<file path="src/sv/glmm_pkg.sv">
// ----------------------------------------------------------------------------
// glmm_pkg
// Shared types and constants for the grid local-minimum marker: cell value
// type, the neighbour tap bundle and the neighbour select bundle.
// ----------------------------------------------------------------------------
package glmm_pkg;

	localparam int VAL_W         = 8;
	localparam int ROW_WIDTH_DEF = 32;

	typedef logic [VAL_W-1:0] val_t;

	localparam val_t BORDER_RESET = val_t'(10);

	// Neighbour values read from the line taps for the cell under test
	typedef struct packed {
		val_t up;
		val_t left;
		val_t centre;
		val_t right;
	} taps_t;

	// Per-step control: whether a result is produced and which neighbours
	// come from the grid rather than the border value
	typedef struct packed {
		logic emit;
		logic use_up;
		logic use_left;
		logic use_right;
		logic use_down;
		logic last;
	} nsel_t;

endpackage

</file>
<file path="src/sv/glmm_line.sv">
// ----------------------------------------------------------------------------
// glmm_line
// Two-row delay line of cell values. Each step shifts one value in; fixed
// taps give the cell one row back and its left, right and upper neighbours.
// ----------------------------------------------------------------------------
module glmm_line import glmm_pkg::*; #(
	parameter int ROW_WIDTH = ROW_WIDTH_DEF
) (
	input  logic  clk,
	input  logic  shift,
	input  val_t  din,
	output taps_t taps
);

	localparam int DEPTH = 2 * ROW_WIDTH;
	// right-hand tap; for a one-cell row the right neighbour is always border
	localparam int RTAP  = (ROW_WIDTH >= 2) ? ROW_WIDTH - 2 : 0;

	val_t line_q [DEPTH];

	// Advance the line by one cell
	always_ff @(posedge clk) begin
		if (shift) begin
			line_q[0] <= din;
			for (int i = 1; i < DEPTH; i++) begin
				line_q[i] <= line_q[i-1];
			end
		end
	end

	// Fixed taps relative to the next incoming cell
	assign taps.centre = line_q[ROW_WIDTH-1];
	assign taps.right  = line_q[RTAP];
	assign taps.left   = line_q[ROW_WIDTH];
	assign taps.up     = line_q[DEPTH-1];

endmodule

</file>
<file path="src/sv/glmm_judge.sv">
// ----------------------------------------------------------------------------
// glmm_judge
// Substitutes the border value for neighbours outside the frame, compares the
// centre cell against its four neighbours and holds the result in the output
// register until the sink takes it.
// ----------------------------------------------------------------------------
module glmm_judge import glmm_pkg::*; (
	input  logic  clk,
	input  logic  arst_n,
	input  logic  step,
	input  nsel_t sel,
	input  taps_t taps,
	input  val_t  down_val,
	input  val_t  border,
	output logic  out_free,
	output logic  m_tvalid,
	input  logic  m_tready,
	output logic [7:0] m_tdata,   // [7:0] out_value
	output logic  m_tuser,        // [0] is_minimum
	output logic  m_tlast         // last_of_frame
);

	val_t up, down, left, right;
	logic is_min;
	logic load;
	logic o_valid_q;
	val_t o_value_q;
	logic o_min_q;
	logic o_last_q;

	// Pick grid or border for each neighbour
	assign up    = sel.use_up    ? taps.up    : border;
	assign down  = sel.use_down  ? down_val   : border;
	assign left  = sel.use_left  ? taps.left  : border;
	assign right = sel.use_right ? taps.right : border;

	// Strictly below all four
	assign is_min = (taps.centre < up) && (taps.centre < down) &&
	                (taps.centre < left) && (taps.centre < right);

	assign out_free = !o_valid_q || m_tready;
	assign load     = step && sel.emit;

	// Output valid: set on load, drop when taken
	always_ff @(posedge clk or negedge arst_n) begin
		if (!arst_n) begin
			o_valid_q <= 1'b0;
		end else if (load) begin
			o_valid_q <= 1'b1;
		end else if (m_tready) begin
			o_valid_q <= 1'b0;
		end
	end

	// Output payload
	always_ff @(posedge clk) begin
		if (load) begin
			o_value_q <= taps.centre;
			o_min_q   <= is_min;
			o_last_q  <= sel.last;
		end
	end

	assign m_tvalid = o_valid_q;
	assign m_tdata  = o_value_q;
	assign m_tuser  = o_min_q;
	assign m_tlast  = o_last_q;

endmodule

</file>
<file path="src/sv/grid_local_minimum_marker.sv">
// ----------------------------------------------------------------------------
// grid_local_minimum_marker
// Marks four-neighbour local minima in a row-major cell stream. A cell's
// result leaves when the cell below it arrives; frame end flushes the last row.
//
//   channel   | direction | tdata         | tuser       | tlast
//   s_*       | in        | cell_value    | -           | frame_end
//   m_*       | out       | out_value     | is_minimum  | last_of_frame
//   cfg_*     | in        | border_value  | -           | -
//
// One cell is accepted per cycle; its result (for the cell above) enters the
// output register at the next edge after acceptance while the sink keeps up.
// Frame end runs a flush of ROW_WIDTH steps through the two-row delay line:
// ROW_WIDTH-1-c silent steps when the frame ends at column c, then c+1
// results, each waiting while the output register is not free. Input is held
// during the flush.
// Reset clears the counters, the flush sequencer and all valid flags; the
// border register returns to 10. Line contents need no clearing.
// A stalled output holds the pipeline; the input register still takes one
// item while a result waits.
// ----------------------------------------------------------------------------
module grid_local_minimum_marker import glmm_pkg::*; #(
	parameter int ROW_WIDTH = ROW_WIDTH_DEF
) (
	input  logic       clk,
	input  logic       arst_n,
	input  logic       s_tvalid,
	output logic       s_tready,
	input  logic [7:0] s_tdata,    // [7:0] cell_value
	input  logic       s_tlast,    // frame_end
	output logic       m_tvalid,
	input  logic       m_tready,
	output logic [7:0] m_tdata,    // [7:0] out_value
	output logic       m_tuser,    // [0] is_minimum
	output logic       m_tlast,    // last_of_frame
	input  logic       cfg_we,
	input  logic [7:0] cfg_wdata   // [7:0] border_value
);

	localparam int COL_W = (ROW_WIDTH > 1) ? $clog2(ROW_WIDTH) : 1;
	localparam logic [COL_W-1:0] LAST_COL = COL_W'(ROW_WIDTH - 1);

	val_t border_q;

	logic valid_s1;
	val_t value_s1;
	logic fe_s1;

	logic [COL_W-1:0] col_q;
	logic [1:0]       rows_q;
	logic             flush_q;
	logic             pad_q;
	logic [COL_W-1:0] fcol_q;
	logic [COL_W-1:0] end_col_q;
	logic             fup_q;

	logic  out_free;
	logic  item_go;
	logic  flush_go;
	logic  step;
	nsel_t sel;
	taps_t taps;
	val_t  din;

	// Border register
	always_ff @(posedge clk or negedge arst_n) begin
		if (!arst_n) begin
			border_q <= BORDER_RESET;
		end else if (cfg_we) begin
			border_q <= cfg_wdata;
		end
	end

	// Step enables
	assign item_go  = valid_s1 && !flush_q && out_free;
	assign flush_go = flush_q && (pad_q || out_free);
	assign step     = item_go || flush_go;
	assign s_tready = !valid_s1 || item_go;
	assign din      = item_go ? value_s1 : '0;

	// Input register
	always_ff @(posedge clk or negedge arst_n) begin
		if (!arst_n) begin
			valid_s1 <= 1'b0;
		end else if (s_tvalid && s_tready) begin
			valid_s1 <= 1'b1;
		end else if (item_go) begin
			valid_s1 <= 1'b0;
		end
	end

	always_ff @(posedge clk) begin
		if (s_tvalid && s_tready) begin
			value_s1 <= s_tdata;
			fe_s1    <= s_tlast;
		end
	end

	// Neighbour selection for the current step
	always_comb begin
		if (item_go) begin
			sel.emit      = (rows_q != 2'd0);
			sel.use_up    = rows_q[1];
			sel.use_left  = (col_q != '0);
			sel.use_right = (col_q != LAST_COL);
			sel.use_down  = 1'b1;
			sel.last      = 1'b0;
		end else begin
			sel.emit      = !pad_q;
			sel.use_up    = fup_q;
			sel.use_left  = (fcol_q != '0);
			sel.use_right = (fcol_q != end_col_q);
			sel.use_down  = 1'b0;
			sel.last      = (fcol_q == end_col_q);
		end
	end

	// Column, row count and flush sequencer
	always_ff @(posedge clk or negedge arst_n) begin
		if (!arst_n) begin
			col_q     <= '0;
			rows_q    <= 2'd0;
			flush_q   <= 1'b0;
			pad_q     <= 1'b0;
			fcol_q    <= '0;
			end_col_q <= '0;
			fup_q     <= 1'b0;
		end else if (item_go) begin
			if (fe_s1) begin
				flush_q   <= 1'b1;
				end_col_q <= col_q;
				fup_q     <= (rows_q != 2'd0);
				col_q     <= '0;
				rows_q    <= 2'd0;
				if (col_q == LAST_COL) begin
					pad_q  <= 1'b0;
					fcol_q <= '0;
				end else begin
					pad_q  <= 1'b1;
					fcol_q <= col_q + COL_W'(1);
				end
			end else if (col_q == LAST_COL) begin
				col_q <= '0;
				if (!rows_q[1]) begin
					rows_q <= rows_q + 2'd1;
				end
			end else begin
				col_q <= col_q + COL_W'(1);
			end
		end else if (flush_go) begin
			if (pad_q) begin
				if (fcol_q == LAST_COL) begin
					pad_q  <= 1'b0;
					fcol_q <= '0;
				end else begin
					fcol_q <= fcol_q + COL_W'(1);
				end
			end else if (fcol_q == end_col_q) begin
				flush_q <= 1'b0;
			end else begin
				fcol_q <= fcol_q + COL_W'(1);
			end
		end
	end

	glmm_line #(
		.ROW_WIDTH (ROW_WIDTH)
	) u_line (
		.clk   (clk),
		.shift (step),
		.din   (din),
		.taps  (taps)
	);

	glmm_judge u_judge (
		.clk      (clk),
		.arst_n   (arst_n),
		.step     (step),
		.sel      (sel),
		.taps     (taps),
		.down_val (value_s1),
		.border   (border_q),
		.out_free (out_free),
		.m_tvalid (m_tvalid),
		.m_tready (m_tready),
		.m_tdata  (m_tdata),
		.m_tuser  (m_tuser),
		.m_tlast  (m_tlast)
	);

	// Row count saturates at two
	a_rows_sat: assert property (@(posedge clk) disable iff (!arst_n)
		rows_q != 2'd3)
		else $error("row count out of range");

	// A held item waits through the flush
	a_hold_s1: assert property (@(posedge clk) disable iff (!arst_n)
		(flush_q && valid_s1) |=> valid_s1)
		else $error("input item lost during flush");

	// End column stays fixed while flushing
	a_end_col: assert property (@(posedge clk) disable iff (!arst_n)
		(flush_q && $past(flush_q)) |-> $stable(end_col_q))
		else $error("end column changed during flush");

	// Emitting flush column never passes the end column
	a_fcol: assert property (@(posedge clk) disable iff (!arst_n)
		(flush_q && !pad_q) |-> (fcol_q <= end_col_q))
		else $error("flush column beyond frame end");

endmodule

</file>
<file path="config.mk">
export PLATFORM = sky130hd
export DESIGN_NAME = grid_local_minimum_marker
export DESIGN_NICKNAME = d
export VERILOG_FILES = /design/src/sv/glmm_pkg.sv /design/src/sv/glmm_line.sv /design/src/sv/glmm_judge.sv /design/src/sv/grid_local_minimum_marker.sv
export SDC_FILE = /design/constraint.sdc
export NUM_CORES = 1
export LEC_CHECK = 0
export ABC_AREA = 0
export BUFFER_PORTS_ARGS = -buffer_cell sky130_fd_sc_hd__buf_2
export CORE_MARGIN = 2
export CORE_UTILIZATION = 25
export CTS_CLUSTER_SIZE = 14
export DETAILED_ROUTE_END_ITERATION = 10
export MAX_ROUTING_LAYER = met4
export PLACE_DENSITY = 0.36
export SYNTH_ARGS = -nofsm -noshare
export SYNTH_HDL_FRONTEND = slang
export SYNTH_HIERARCHICAL = 1
export SYNTH_SLANG_ARGS = --single-unit
</file>
<file path="constraint.sdc">
create_clock -name clk -period 15.2 [get_ports clk]
set_clock_uncertainty 0.1 [all_clocks]
set_input_delay 1.52 -clock clk [delete_from_list [all_inputs] [get_ports clk]]
set_output_delay 1.52 -clock clk [all_outputs]
set_load 0.03 [all_outputs]
</file>
==> impl_results.md <==
- Status: complete, no violations
- Routed wire length: 29,200 µm
- Comb power frac: 10.8%
- Vias/cell: 3.85
- Syn Inst Count: roughly 830
- Net Sw Frac: approximately 25%
- Final critical-path share of the clock period: 33.7%
- Port bufs: 33
- Cell area after layout: 0.0219 mm²
- Setup TNS: 0 ns
- Clock root buffer: clkbuf_16
- Net Count, Synth: 887
- Final core utilization: 29.4%
- Via Count: 7,341
- Seq/Total Area, Yosys: 88.9%
- Largest net degree at the start of global routing: 206
- CTS resizes: 0
- Post-synth EDFFs: 531
- Final-report setup violation count: 0
- Post-Syn Area: 0.0188 mm²
- Max-Cap Viols: 0
- Clock-pin transition on the worst setup and hold timing paths: 0.06 ns
- RSZ-0062 raised after global routing: false
- Synthesis-to-layout area growth: 16.6%
- Crit path DAT: between 5 and 6 ns
- CP Cell Sequence: buf_2, nand2b_1, nand3b_2, inv_2, nor3_1, a21oi_1, mux2i_1, ha_1, a22oi_1, nand4_1, nor3_1, o21ai_0, nor4_2
- Max FO, Critical Path: 31
- Final hold slack: 0.310 ns
- Worst Setup End Kind: flip-flop
- Layout cell share with drive strength beyond 1: 16.0%
- Horiz. Die Dim: 278 µm
- Cell mode on critical path: nor3_1
- Most used DFF post-synth: edfxtp_1
- Worst Setup Start Kind: input pin
- Yosys warns: 6
- Die area: 0.0773 mm²
- Worst slew margin: roughly 18%
- Post-route DRC: 0
- FF+latch count, synth: ~560
- Clk pwr share: 31.3%
- Clock sink count: 561
- Clk_lat worst skew: roughly 0.63 ns
- DP HPWL: roughly 15,000 µm
- Initial antenna violation count: 0
- Starting density of the core: about 25%
- Worst Max-Slew Pin Slew: 1.24 ns
- Floorplan core area: 0.0744 mm²
- DRT Pass-1 Iters: 4
- Fmax achieved: 195 MHz
- Seq pwr share: 58.0%
- Post-CTS Hold Fix Bufs: 0
- Hold Crit Class: flip-flop to flip-flop
- Synth cell types: 54
- Minimum clock period: 5.12 ns
- Antenna cell count: 0
- First-pass GRT wire length: 45,200 µm
- Layout Cells excl Fill: 1,905
- Die Y: around 280 µm
- Lkg Pwr: ~0.0077 µW
- Number of routed nets with antenna violations: 0
- Initial DRC count: 699
- Maximum vdd drop: 92.3 µV
- Crit-path slowest cell: a21oi_1
- Total CTS buffers: 59
- Routability Congestion: 0.776
- Rows: 100
- WL/cell: 15.3 µm
- Worst Path Required: around 16 ns
- GRT Resource Usage Total: 7.73%
- Psw: 1150 µW
- Hold Fails Final Rpt: 0
- Vias in the first global route: 7,433
- H-tree levels: 2
- Mean Syn Cell Area: 22.6 µm²
- Post-CTS Setup Inserts: 0
- Asr flop ratio synth: approximately 5.3%
- PD cells: 212 mW/mm²
- Pins Over Slew Limit: 0
- Max incr delay on CP: between 0.9 and 1 ns
- Critical setup path kind: input pin to flip-flop
- Gr ovfl total: 0
- Crit path buffers/inverters: 2
- CTS tree: built
- Nets: 942
- Pint: 3490 µW
- IO Pins: 34
- Cell family with most CP delay: simple AND/OR/NAND/NOR gates
- CTS Buffer Depth: 3
- DP Area: 0.0199 mm²
- Dpl cells: 1,794
==> area by class of cell <==
type                    count  area [µm²]
inverters                   8        30.0
repair buffers             37         220
well taps                 969        1210
clock inverters            45         484
flip-flops and latches    561       16700
fillers                  7241       52500
clock buffers              66        1500
multi-input cells         219        1760
==> power groups by stage <==
stage | registers [µW] | clock network (µW) | logic, µW
2_1_floorplan | 2780 | 0 | 394
3_3_place_gp | 2720 | 0 | 505
3_5_place_dp | 2720 | 0 | 510
4_1_cts | 2710 | 1510 | 509
5_1_grt | 2750 | 1570 | 564
6_report | 2690 | 1450 | 499
==> per-stage QoR <==
step,total power [µW],setup WS [ns]
3_3_place_gp,3230,9.66
6_report,4640,10.08
4_1_cts,4730,10.18
2_1_floorplan,3170,0.733
5_1_grt,4890,9.78
3_5_place_dp,3230,9.53
==> per-layer routing <==
metal	GRT usage (%)	part of all wire, %
met1	11.8	54
met2	9.54	39
met3	1.90	4.3
met4	3.17	2.6
met5	-	0
==> registers in the layout (all words and copies together), names as in the netlist <==
| name | cells |
|---|---|
| u_line/line_q | 512 |
| border_q | 8 |
| u_judge/m_tdata | 8 |
| value_s1 | 8 |
| col_q | 5 |
| end_col_q | 5 |
| fcol_q | 5 |
| rows_q | 2 |
| fe_s1 | 1 |
| flush_q | 1 |
| fup_q | 1 |
| pad_q | 1 |
| u_judge/m_tlast | 1 |
| u_judge/m_tuser | 1 |
| u_judge/m_tvalid | 1 |
| valid_s1 | 1 |
==> cell families (layout without fill, tap and decap cells) <==
family / Yosys count / count (layout) / synth area share [%]
AO/OA/AOI/OAI: 44 / 44 / 1.61
XOR/XNOR: 7 / 7 / 0.366
adder cells (fa/ha/maj): 34 / 34 / 2.26
buffers and inverters: 51 / 156 / 1.77
flip-flops: 561 / 561 / 88.9
multiplexers: 46 / 46 / 2.56
AND/OR/NAND/NOR: 88 / 88 / 2.52
==> worst paths after layout <==
path	to	cells after the start	from	slack (ns)
max	u_judge/m_tuser$_DFFE_PP_	13	m_tready	10.08
min	u_line/line_q[1][18]$_DFFE_PP_	0	u_line/line_q[1][10]$_DFFE_PP_	0.31
max reg2reg	u_judge/m_tuser$_DFFE_PP_	12	u_judge/m_tvalid$_DFFE_PN0P_	10.70
min reg2reg	u_line/line_q[1][18]$_DFFE_PP_	0	u_line/line_q[1][10]$_DFFE_PP_	0.31
max in group asynchronous	valid_s1$_DFFE_PN0P_	1	arst_n	13.64
min in group asynchronous	border_q[7]$_DFFE_PN0P_	1	arst_n	0.86
==> synthesized netlist by cell type (all sizes together), types with 3 or more instances <==
cell type  count  area [µm²]
edfxtp       531       15900
buf           40         292
ha            34         425
mux2i         33         330
dfrtp         28         701
nand2         27         104
mux2          13         150
o21ai         13        68.8
a21oi         11        55.1
nand3         11        60.1
and2          10        62.6
inv            8        30.0
nand4          8        50.1
nor2           6        22.5
nor3           6        30.0
xnor2          6        60.1
nand2b         5        31.3
nor4           4        31.3
a22o           3        26.3
a22oi          3        22.5
and3           3        18.8
clkbuf         3        11.3
==> placed cells by master (no fill, tap or decap), types with 2 or more instances in the layout <==
master / netlist / routed
nand3_1: 10 / 10
o21ai_0: 9 / 9
mux2i_1: 33 / 33
nor4_1: 3 / 3
and2_1: 10 / 10
mux2_2: 11 / 11
a32oi_1: 2 / 2
edfxtp_1: 531 / 531
clkinv_1: 0 / 16
clkinv_16: 0 / 2
dfstp_2: 2 / 2
a22oi_1: 3 / 3
xnor2_1: 5 / 5
dfrtp_1: 28 / 28
o21ai_1: 3 / 3
clkinv_2: 0 / 12
nor2_1: 6 / 6
o41ai_1: 2 / 2
and3_1: 3 / 3
bufinv_16: 0 / 8
ha_1: 34 / 34
buf_12: 0 / 2
clkbuf_1: 3 / 7
clkbuf_16: 0 / 59
buf_2: 5 / 33
inv_1: 7 / 7
nor3_1: 6 / 6
nand2_1: 26 / 25
buf_4: 34 / 2
a22o_1: 3 / 3
clkinvlp_4: 0 / 4
clkinv_4: 0 / 2
nand2b_1: 5 / 5
o211ai_1: 2 / 2
a21oi_1: 11 / 11
nand4_1: 8 / 8
Note: power is estimated with default switching activity, not from simulation.
